$ cat src/rtl/rvcd_pkg.sv
// ----------------------------------------------------------------------------
// rvcd_pkg
// Shared types and constants for the window count / distinct count block.
// ----------------------------------------------------------------------------
package rvcd_pkg;

   localparam int ARRAY_DEPTH = 1024;
   localparam int VALUE_RANGE = 1024;
   localparam int IDX_W       = $clog2(ARRAY_DEPTH);
   localparam int VAL_W       = $clog2(VALUE_RANGE);
   localparam int CNT_W       = 11;
   localparam int EPOCH_W     = 8;
   localparam int REQ_DATA_W  = 64;
   localparam int RSP_DATA_W  = 24;

   localparam logic CMD_LOAD  = 1'b0;
   localparam logic CMD_QUERY = 1'b1;

   typedef enum logic [2:0] {
      ST_CLEAR,
      ST_IDLE,
      ST_WALK,
      ST_DRAIN,
      ST_DONE
   } state_type;

   typedef struct packed {
      logic load_wr;
      logic query_start;
      logic walk_step;
      logic clear_step;
      logic result_load;
   } cmd_type;

   typedef struct packed {
      logic window_empty;
      logic walk_last;
      logic pipe_busy;
      logic clear_last;
      logic epoch_last;
   } status_type;

endpackage

$ cat src/rtl/rvcd_ctrl.sv
// ----------------------------------------------------------------------------
// rvcd_ctrl
// Sequencer: mark clearing, loads, query walk, drain and result hand-off.
// ----------------------------------------------------------------------------
module rvcd_ctrl (
   input  logic                 clock,
   input  logic                 reset,
   input  logic                 req_tvalid,
   output logic                 req_tready,
   input  logic                 req_cmd,
   output logic                 rsp_tvalid,
   input  logic                 rsp_tready,
   input  rvcd_pkg::status_type status,
   output rvcd_pkg::cmd_type    cmd
);
   import rvcd_pkg::*;

   state_type state_ff, state_in;
   logic      rsp_valid_ff, rsp_valid_in;
   logic      req_beat;

   assign req_beat = req_tvalid && req_tready;

   always_comb begin
      state_in     = state_ff;
      cmd          = '0;
      req_tready   = 1'b0;
      rsp_valid_in = rsp_valid_ff && !rsp_tready;
      case (state_ff)
         ST_CLEAR: begin
            cmd.clear_step = 1'b1;
            if (status.clear_last) begin
               state_in = ST_IDLE;
            end
         end
         ST_IDLE: begin
            req_tready = 1'b1;
            if (req_beat) begin
               if (req_cmd == CMD_LOAD) begin
                  cmd.load_wr = 1'b1;
               end else begin
                  cmd.query_start = 1'b1;
                  state_in = status.window_empty ? ST_DONE : ST_WALK;
               end
            end
         end
         ST_WALK: begin
            cmd.walk_step = 1'b1;
            if (status.walk_last) begin
               state_in = ST_DRAIN;
            end
         end
         ST_DRAIN: begin
            if (!status.pipe_busy) begin
               state_in = ST_DONE;
            end
         end
         ST_DONE: begin
            if (!rsp_valid_ff || rsp_tready) begin
               cmd.result_load = 1'b1;
               rsp_valid_in    = 1'b1;
               state_in        = status.epoch_last ? ST_CLEAR : ST_IDLE;
            end
         end
         default: begin
            state_in = ST_CLEAR;
         end
      endcase
   end

   always_ff @(posedge clock) begin
      if (reset) begin
         state_ff     <= ST_CLEAR;
         rsp_valid_ff <= 1'b0;
      end else begin
         state_ff     <= state_in;
         rsp_valid_ff <= rsp_valid_in;
      end
   end

   assign rsp_tvalid = rsp_valid_ff;

endmodule

$ cat config.mk
export PLATFORM = sky130hd
export DESIGN_NAME = rvcd_ctrl
export DESIGN_NICKNAME = d
export VERILOG_FILES = /design/src/rtl/rvcd_pkg.sv /design/src/rtl/rvcd_ctrl.sv
export SDC_FILE = /design/constraint.sdc
export NUM_CORES = 1
export LEC_CHECK = 0
export ABC_CLOCK_PERIOD_IN_PS = 1500
export BUFFER_PORTS_ARGS = -buffer_cell sky130_fd_sc_hd__buf_2
export CAP_MARGIN = 10
export CORE_AREA = 2 2 39 41
export DETAILED_ROUTE_END_ITERATION = 10
export DIE_AREA = 0 0 41 43
export PLACE_DENSITY_LB_ADDON = 0.05
export SKIP_LAST_GASP = 1
export SYNTH_ARGS = -nofsm -noshare
export SYNTH_HDL_FRONTEND = slang
export SYNTH_SLANG_ARGS = --single-unit
$ cat constraint.sdc
create_clock -name clock -period 1.5 [get_ports clock]
set_clock_uncertainty 0.1 [all_clocks]
set_input_delay 0.15 -clock clock [delete_from_list [all_inputs] [get_ports clock]]
set_output_delay 0.15 -clock clock [all_outputs]
set_load 0.02 [all_outputs]
==> flow_summary.yaml, run 1 <==
status:
  run_status: "completed"
hold_path:
  hold_path.class: "primary input to flop"
grt:
  grt_overflow_total: 0
  first_global_vias: 312
  grt_max_degree: 7
  grt_antenna_before_repair: 0
  grt.total_usage: 0.113
  first_pass_grt_wire_length_um: 1300
finish:
  post_layout_net_count: 76
  area_growth_syn_to_layout_pct: 69.5
  final_cell_mix: "sky130_fd_sc_hd__buf_2, sky130_fd_sc_hd__buf_4, sky130_fd_sc_hd__nor2_1"
  layout.filler_cells: 150
  layout-drive-gt1-share: 0.563
  layout_commonest_cell: "sky130_fd_sc_hd__buf_2"
  diodes: 0
logic_synthesis:
  synth.distinct_cells: 22
  syn_inst: 39
  syn_nets: 49
  netlist_area_um2: 299
  avgSynthCellArea_um2: 7.67
  seq_area_frac_synth: 0.268
  muxShareOfSynthArea: 0.0837
  synth_simple_gate_area_frac: 0.360
  ys_warn_count: 0
  synth_compound_area_frac: 0.209
  synth_seq_cells: 4
  synth-xor-area-share: 0
  post_synth_adder_cell_area: 0
  dominant_combinational_cell_family_by_area_after_synthesis: "simple AND/OR/NAND/NOR gates"
clock_network:
  cts.reportedPaths.clkPinSlew_ps: 40
  root_buffer: "sky130_fd_sc_hd__clkbuf_4"
  clock-sinks: 4
  tritoncts_clock_tree: "built"
  number_of_buffers_on_the_longest_clock_path: 2
  cts_max_level: 1
  clk-insertion-delay-late_ps: 240
  postCtsHoldBufs: 0
  cts_inserted_buffers: 3
floorplan:
  initial_utilization: 0.216
  die_h_um: 43
  die_span_x_um: 41
  placeableCoreArea_mm2: 0.00138
  io_pins: 17
  placementRows: 14
  dieArea_mm2: 0.00176
placement:
  finalWeightedCongestion: 0.706
  place.detailed.hpwl_um: 656
  io_buffer_count: 16
power:
  p_seq_frac: 0.282
  leakagePower_nw: 0.234
  pwr-share-clk: 0.323
  power.internal_uw: 292
  worst_ir_drop_vdd_mv: 0.251
  p_per_area_mw_per_mm2: 870
  total_switching_power_uw: 149
  comb_power_share: 0.395
  switching_share: 0.338
  post-layout-total-power_uw: 441
detailed_routing:
  drcViolationCount: 0
  routed-via-count: 361
  drt_first_pass_iters: 2
  postRouteAntennaNets: 0
  drt-wirelength-per-cell_um: 10.9
  drt_iter0_markers: 3
  via_per_inst: 4.51
  totalWireLength_um: 869
worst_setup_path:
  rrSetupSlack_ps: 10
  crit_path_max_incr_delay_ps: 380
  data_arrival_at_the_endpoint_of_the_critical_path_ps: 1510
  worst_setup_path_start_kind: "flop"
  cp_num_cells: 4
  reg2reg_from: "state_ff[1]$_SDFFE_PP0P_"
  worstSetupEndpoint: "state_ff[2]$_SDFFE_PP0P_"
  setup.worst_path.start: "state_ff[1]$_SDFFE_PP0P_"
  critical-path-slowest-cell: "sky130_fd_sc_hd__a311o_1"
  worst-path-buf-inv: 0
  worst-endpoint-required_ps: 1520
  worst_setup_ep_type: "flop"
  critical_path.max_fanout: 5
  worstReg2RegEnd: "state_ff[2]$_SDFFE_PP0P_"
  r2r.worst_path.cells: 4
  critical_path.top_delay_family: "compound AO/OA/AOI/OAI gates"
  critical_path_cell_list: "nor2b_4 -> a311o_1 -> o311ai_4 -> mux2_4"
  timing_worst_setup_path_type: "flop to flop"
sta:
  grt_setup_unrepaired: "true"
  finalSetupViolCount: 0
  share_of_the_clock_period_used_by_the_worst_path_after_layout: 0.993
  final_hold_viol_count: 0
  drv_slew: 0
  timing.final.crit_period_ps: 1490
  tightest_slew_ps: 311
  fmaxAchievable_mhz: 671
  hold_ws_ps: 48.1
  timing.max_slew.rel_slack: 0.792
job:
  maxCapViolCount: 0
==> sequential cells by signal, indices dropped and copies added, names as in the netlist <==
register,cells
state_ff,3
rsp_tvalid,1
==> routing by layer <==
layer	vias up	GRT usage	routed length, um
met5	-	0	0
met1	157	0.137	388
met4	0	0.120	0
met2	13	0.153	440
met3	0	0.0157	41
li1	191	-	-
==> power by group through the flow <==
| stage | Sequential [mW] | Clock (mW) | Combinational [mW] |
|---|---|---|---|
| 2_1_floorplan | 0.128 | 0 | 0.0960 |
| 5_1_grt | 0.125 | 0.159 | 0.188 |
| 3_5_place_dp | 0.127 | 0 | 0.147 |
| 6_report | 0.124 | 0.142 | 0.174 |
| 3_3_place_gp | 0.126 | 0 | 0.148 |
| 4_1_cts | 0.125 | 0.152 | 0.148 |
==> layout make-up <==
| class | count | area, um^2 | share of cell area |
|---|---|---|---|
| multi-input cells | 31 | 230 | 0.454 |
| repair buffers | 24 | 140 | 0.277 |
| flip-flops and latches | 4 | 86.3 | 0.170 |
| clock buffers | 3 | 22.5 | 0.0444 |
| well taps | 16 | 20.0 | 0.0395 |
| inverters | 2 | 7.51 | 0.0148 |
==> cells in the mapped netlist <==
cell type                  n  area share
sky130_fd_sc_hd__mux2i_1   1       0.033
sky130_fd_sc_hd__o311ai_1  1       0.029
sky130_fd_sc_hd__nor2b_1   4       0.084
sky130_fd_sc_hd__a211oi_1  1       0.025
sky130_fd_sc_hd__and3_1    1       0.021
sky130_fd_sc_hd__o22ai_1   1       0.021
sky130_fd_sc_hd__o21bai_1  1       0.025
sky130_fd_sc_hd__nand2_1   2       0.025
sky130_fd_sc_hd__a311o_1   1       0.033
sky130_fd_sc_hd__inv_1     2       0.025
sky130_fd_sc_hd__a21oi_1   3       0.050
sky130_fd_sc_hd__nand3_1   1       0.017
sky130_fd_sc_hd__nand2b_1  1       0.021
sky130_fd_sc_hd__nor2_1    6       0.075
sky130_fd_sc_hd__mux2_4    1       0.050
sky130_fd_sc_hd__or3_1     1       0.021
sky130_fd_sc_hd__o211ai_1  1       0.025
sky130_fd_sc_hd__buf_6     1       0.038
sky130_fd_sc_hd__nor3_1    3       0.050
sky130_fd_sc_hd__buf_2     1       0.017
sky130_fd_sc_hd__nand2b_4  1       0.046
sky130_fd_sc_hd__dfxtp_1   4        0.27
==> through the flow <==
step | utilization | TNS [ps] | instances | worst slack [ps] | area [um^2]
2_1_floorplan | - | -25.1 | 39 | -25.1 | 315
3_3_place_gp | 0.311 | 0 | 74 | 26.9 | 430
3_5_place_dp | 0.311 | -5.96 | 74 | -5.96 | 430
4_1_cts | 0.327 | -16.4 | 77 | -16.4 | 453
5_1_grt | 0.366 | -50.7 | 80 | -31.0 | 507
6_report | 0.366 | 0 | 80 | 10.6 | 507
==> repair_timing <==
item | CTS | global route
setup endpoints to repair | 1 | 5
hold endpoints to repair | 0 | 0
resized for setup | 0 | 8
setup buffers | 0 | 3
pin swaps | 0 | 1
==> kinds of logic (layout without fill, tap and decap cells) <==
logic type	count (synthesis)	in the layout
AO/OA/AOI/OAI	9	9
buffers and inverters	4	29
flip-flops	4	4
multiplexers	2	2
AND/OR/NAND/NOR	20	20
==> worst min-delay path by stage <==
stage,end,depth (start not counted),start,slack [ps]
5_1_grt,state_ff[0]$_SDFFE_PP0P_,2,reset,60
4_1_cts,state_ff[0]$_SDFFE_PP0P_,2,reset,40
3_5_place_dp,state_ff[0]$_SDFFE_PP0P_,2,reset,300
2_1_floorplan,rsp_tvalid$_SDFF_PP0_,1,reset,120
3_3_place_gp,rsp_tvalid$_SDFF_PP0_,2,reset,300
6_report,state_ff[0]$_SDFFE_PP0P_,2,reset,50
Power figures use the tool's default switching activity.
==> run 2: changes to the inputs <==
Settings changed: ABC_AREA from default to 1, CORE_AREA 2 2 39 41 to default, CORE_MARGIN from default to 1.5, CORE_UTILIZATION from default to 25, DIE_AREA 0 0 41 43 to default.
==> flow_summary.yaml, run 2 <==
clock_network:
  postCtsSetupRepairBufs: 0
  tritoncts_clock_tree: "built"
  cts_inserted_buffers: 3
  root_buffer: "sky130_fd_sc_hd__clkbuf_4"
  cts.reportedPaths.clkPinSlew_ps: 40
  number_of_buffers_on_the_longest_clock_path: 2
  clk-insertion-delay-late_ps: 230
  cts_max_level: 1
  clock-sinks: 4
finish:
  max_flop_register: "state_ff"
  layout_commonest_cell: "sky130_fd_sc_hd__buf_2"
  post_layout_net_count: 83
  finish.instance_area_um2: 452
  instances_no_fill: 85
  finish.utilization: 0.391
  diodes: 0
  layout-drive-gt1-share: 0.437
  layout.filler_cells: 131
  area_growth_syn_to_layout_pct: 39.4
  largest_reg_flops: 3
  final_cell_mix: "sky130_fd_sc_hd__buf_2, sky130_fd_sc_hd__nor2_1, sky130_fd_sc_hd__nand2_1"
grt:
  first_pass_grt_wire_length_um: 1220
  grt_overflow_total: 0
  grt_antenna_before_repair: 0
  first_global_vias: 311
  grt_max_degree: 9
  grt.total_usage: 0.115
logic_synthesis:
  synth_seq_cells: 4
  avgSynthCellArea_um2: 6.23
  synthFlopType: "sky130_fd_sc_hd__dfxtp_1"
  postSynth.asyncResetShare: 0
  synth.distinct_cells: 16
  synth_top_area_share: 0.247
  ys_warn_count: 0
  syn_inst: 52
  synth.area.top_cells: "sky130_fd_sc_hd__dfxtp_1, sky130_fd_sc_hd__nor2_1, sky130_fd_sc_hd__nand2_1, sky130_fd_sc_hd__inv_1, sky130_fd_sc_hd__buf_6"
  syn_nets: 62
  synth.largest_area_cell: "sky130_fd_sc_hd__dfxtp_1"
  yosys-top-cells-count: "sky130_fd_sc_hd__nor2_1, sky130_fd_sc_hd__nand2_1, sky130_fd_sc_hd__inv_1"
  seq_area_frac_synth: 0.247
  netlist_area_um2: 324
  synth-edff-count: 0
  post-synth-top-count-cell: "sky130_fd_sc_hd__nor2_1"
worst_setup_path:
  timing_worst_setup_path_type: "flop to output port"
  critical_path_cell_list: "inv_2 -> nor3_4 -> nand2_1 -> nor2_1 -> buf_2"
  data_arrival_at_the_endpoint_of_the_critical_path_ps: 1180
  critical-path-slowest-cell: "sky130_fd_sc_hd__dfxtp_4"
  worst_setup_ep_type: "output port"
  critical_path.max_fanout: 6
  worst_setup_path_start_kind: "flop"
  crit_path_max_incr_delay_ps: 380
  rrSetupSlack_ps: 300
  worst-endpoint-required_ps: 1250
hold_path:
  hold_path.class: "primary input to flop"
status:
  run_status: "completed"
floorplan:
  dieArea_mm2: 0.00152
  die_span_x_um: 39.0
  placeableCoreArea_mm2: 0.00116
  io_pins: 17
  die_h_um: 39.0
  placementRows: 12
  initial_utilization: 0.280
sta:
  post_route_setup_slack_ps: 66.2
  final_hold_viol_count: 0
  grt_setup_unrepaired: "true"
  finalSetupViolCount: 0
  timing.final.crit_period_ps: 1430
  fmaxAchievable_mhz: 697
  share_of_the_clock_period_used_by_the_worst_path_after_layout: 0.956
  post_route_setup_tns_ps: 0
  drv_slew: 0
  timing.max_slew.rel_slack: 0.853
  tightest_slew_ps: 219
  hold_ws_ps: 95.2
detailed_routing:
  drt_first_pass_iters: 1
  postRouteAntennaNets: 0
  drt_iter0_markers: 0
  via_per_inst: 4.22
  dr.max_layer_used: "met3"
  detailroute.wirelength.met3_um: 28
  routed-via-count: 359
  wl_met2_um: 371
  drcViolationCount: 0
  totalWireLength_um: 733
  drt-wirelength-per-cell_um: 8.62
  met1Wirelength_um: 333
job:
  maxCapViolCount: 0
power:
  post-layout-total-power_uw: 960
  leakagePower_nw: 0.242
  worst_ir_drop_vdd_mv: 0.632
  p_per_area_mw_per_mm2: 2120
placement:
  io_buffer_count: 16
  dpl-instance-area_um2: 407
  finalWeightedCongestion: 0.670
  pre_cts_ws_ps: 201
  place.detailed.hpwl_um: 591
  place_inst: 81
run 2: changes by cell type in the layout (fill, tap and decap cells not counted), sizes merged, moves of 2 or more:
| cell | change |
|---|---|
| buf | -7 |
| nand2b | -2 |
| inv | +7 |
| nand2 | +9 |
| nand3 | +2 |
| nor2b | -4 |
| nand3b | +2 |
| nor2 | +7 |
run 2: repair_timing:
| item | CTS | global route |
|---|---|---|
| hold endpoints to repair | 1 | 0 |
| pin swaps | 0 | 1 |
| setup endpoints to repair | 2 | 2 |
| hold buffers | 1 | 0 |
| gates resized for setup | 2 | 3 |
run 2: logic make-up (layout without fill, tap and decap cells):
logic type	count (synthesis)	after routing	share of synthesized area
buf+inv	11	30	0.174
simple gates	33	33	0.517
flops	4	4	0.247
compound gates	4	4	0.0617
run 2: report_power, final:
part | switching (mW) | internal [mW]
combinational | 0.347 | 0.221
sequential | 0.0983 | 0.165
clock | 0.0383 | 0.0891
run 2: path summary, 6_finish.rpt:
kind	depth (start not counted)	end	from
max	5	cmd[4]	state_ff[0]$_SDFFE_PP0P_
min	4	rsp_tvalid$_SDFF_PP0_	rsp_tready
max reg2reg	7	state_ff[0]$_SDFFE_PP0P_	state_ff[1]$_SDFFE_PP0P_
min reg2reg	4	rsp_tvalid$_SDFF_PP0_	rsp_tvalid$_SDFF_PP0_
run 2: layout make-up:
cell class                 instances  area, um^2  share of cell area
multi-input combinational         37         194               0.429
timing repair buffer              18        97.6               0.216
sequential                         4        86.3               0.191
inverter                           9        33.8              0.0748
clock buffer                       3        22.5              0.0499
tap                               14        17.5              0.0388
run 2: per-layer routing:
layer / GRT usage / up-vias
li1: - / 200
met1: 0.147 / 152
met2: 0.188 / 7
met3: 0.0173 / 0
met4: 0.0517 / 0
met5: 0 / -
run 2: critical path, delay by kind of cell (launching register included):
family,cells,cell delay (ps)
AND/OR/NAND/NOR,3,350
flip-flops,1,380
buffers and inverters,2,230
==> run 3: changes to the inputs <==
Settings changed: RECOVER_POWER from default to 100.
==> flow_summary.yaml, run 3 (synthesis gave the netlist of run 2 again) <==
power:
  post-layout-total-power_uw: 941
  power.internal_uw: 466
  worst_ir_drop_vdd_mv: 0.630
  total_switching_power_uw: 475
  comb_power_share: 0.584
  pwr-share-clk: 0.135
  p_seq_frac: 0.280
  leakagePower_nw: 0.236
  p_per_area_mw_per_mm2: 2110
  switching_share: 0.505
worst_setup_path:
  data_arrival_at_the_endpoint_of_the_critical_path_ps: 1180
  worst_setup_ep_type: "output port"
  worst-endpoint-required_ps: 1250
  critical_path.max_fanout: 6
  critical-path-slowest-cell: "sky130_fd_sc_hd__dfxtp_4"
  crit_path_max_incr_delay_ps: 380
  worst-path-buf-inv: 2
  r2r.worst_path.cells: 7
  worst_setup_path_start_kind: "flop"
  worstReg2RegEnd: "state_ff[0]$_SDFFE_PP0P_"
  rrSetupSlack_ps: 240
  reg2reg_from: "state_ff[1]$_SDFFE_PP0P_"
  critical_path.top_delay_family: "flip-flops"
  timing_worst_setup_path_type: "flop to output port"
  setup.worst_path.start: "state_ff[0]$_SDFFE_PP0P_"
  critical_path_cell_list: "inv_2 -> nor3_4 -> nand2_1 -> nor2_1 -> buf_2"
floorplan:
  placeableCoreArea_mm2: 0.00116
  placementRows: 12
  die_h_um: 39.0
  initial_utilization: 0.280
  dieArea_mm2: 0.00152
  die_span_x_um: 39.0
  io_pins: 17
sta:
  final_hold_viol_count: 0
  timing.max_slew.rel_slack: 0.834
  share_of_the_clock_period_used_by_the_worst_path_after_layout: 0.956
  timing.final.crit_period_ps: 1430
  grt_setup_unrepaired: "true"
  post_route_setup_tns_ps: 0
  finalSetupViolCount: 0
  tightest_slew_ps: 250
  drv_slew: 0
  fmaxAchievable_mhz: 697
  hold_ws_ps: 95.2
finish:
  diodes: 0
  layout.filler_cells: 131
  post_layout_net_count: 83
  largest_reg_flops: 3
  layout_commonest_cell: "sky130_fd_sc_hd__buf_2"
  area_growth_syn_to_layout_pct: 37.5
  final_cell_mix: "sky130_fd_sc_hd__buf_2, sky130_fd_sc_hd__nor2_1, sky130_fd_sc_hd__nand2_1"
  layout-drive-gt1-share: 0.423
  max_flop_register: "state_ff"
placement:
  io_buffer_count: 16
  place.detailed.hpwl_um: 591
  finalWeightedCongestion: 0.670
grt:
  gr-max-usage-layer: "met2"
  groute.layer.met2.usage: 0.188
  first_global_vias: 311
  first_pass_grt_wire_length_um: 1220
  grt_overflow_total: 0
  grt_max_degree: 9
  grt.total_usage: 0.115
  grt_antenna_before_repair: 0
  global_route.usage.met3: 0.0173
  global_route.usage.met1: 0.147
detailed_routing:
  drt_iter0_markers: 0
  via_per_inst: 4.22
  drcViolationCount: 0
  drt-wirelength-per-cell_um: 8.67
  totalWireLength_um: 737
  routed-via-count: 359
  drt_first_pass_iters: 1
  postRouteAntennaNets: 0
clock_network:
  cts_max_level: 1
  number_of_buffers_on_the_longest_clock_path: 2
  root_buffer: "sky130_fd_sc_hd__clkbuf_4"
  postCtsSetupRepairBufs: 0
  tritoncts_clock_tree: "built"
  cts.reportedPaths.clkPinSlew_ps: 40
  cts_inserted_buffers: 3
  clk-insertion-delay-late_ps: 230
  clock-sinks: 4
job:
  maxCapViolCount: 0
status:
  run_status: "completed"
hold_path:
  hold_path.class: "primary input to flop"
  holdPathEnd: "rsp_tvalid$_SDFF_PP0_"
  hold-path-cell-count: 4
  worstHoldStart: "rsp_tready"
[run 3: cell count changes in the layout (fill, tap and decap cells not counted)]
cell / before / now
sky130_fd_sc_hd__nor2_2: 2 / 3
sky130_fd_sc_hd__buf_2: 16 / 15
sky130_fd_sc_hd__clkbuf_1: 0 / 1
sky130_fd_sc_hd__nor2_4: 1 / 0
[run 3: tightest hold or removal path: stages]
cell and delay, ps:
sky130_fd_sc_hd__buf_2 70, sky130_fd_sc_hd__nor2_1 50, sky130_fd_sc_hd__inv_1 50, sky130_fd_sc_hd__a21oi_1 50
[run 3: cell type report]
type / instances / area, um^2 / area share
clock buffers: 3 / 22.5 / 0.0506
inverters: 9 / 33.8 / 0.0758
multi-input cells: 37 / 189 / 0.424
flip-flops and latches: 4 / 86.3 / 0.194
well taps: 14 / 17.5 / 0.0393
repair buffers: 18 / 96.3 / 0.216
[run 3: through the flow]
step | cells | instance area (um^2) | util | worst slack (ps)
6_report | 85 | 445 | 0.385 | 66.2
5_1_grt | 85 | 445 | 0.385 | -35.1
4_1_cts | 85 | 442 | 0.382 | 19.2
3_5_place_dp | 81 | 407 | 0.352 | 201
3_3_place_gp | 81 | 407 | 0.352 | 198
2_1_floorplan | 52 | 324 | - | 46.0
[run 3: power by group through the flow]
stage	logic (mW)	clock network, mW	registers (mW)
2_1_floorplan	0.499	0	0.188
3_3_place_gp	0.553	0	0.245
3_5_place_dp	0.557	0	0.244
4_1_cts	0.563	0.135	0.248
5_1_grt	0.614	0.149	0.276
6_report	0.550	0.127	0.264
[run 3: worst max path at each step]
stage | endpoint | slack [ps] | cells past startpoint
detailed placement | state_ff[2]$_SDFFE_PP0P_ | 200 | 7
global placement | state_ff[1]$_SDFFE_PP0P_ | 200 | 7
CTS | cmd[2] | 20 | 3
finish | cmd[4] | 70 | 5
global route | cmd[4] | -40 | 5
floorplan | cmd[4] | 50 | 4
[run 3: per-layer routing]
| layer | up-vias | wire [um] |
|---|---|---|
| met5 | - | 0 |
| met4 | 0 | 0 |
| met3 | 0 | 28 |
| met2 | 7 | 372 |
| met1 | 152 | 336 |
| li1 | 200 | - |
[run 3: repair_timing]
item	4_1_cts	5_1_grt
endpoints found under the setup margin	2	2
pin swaps	0	1
endpoints found under the hold margin	1	0
resized for setup	2	3
hold buffers	1	0
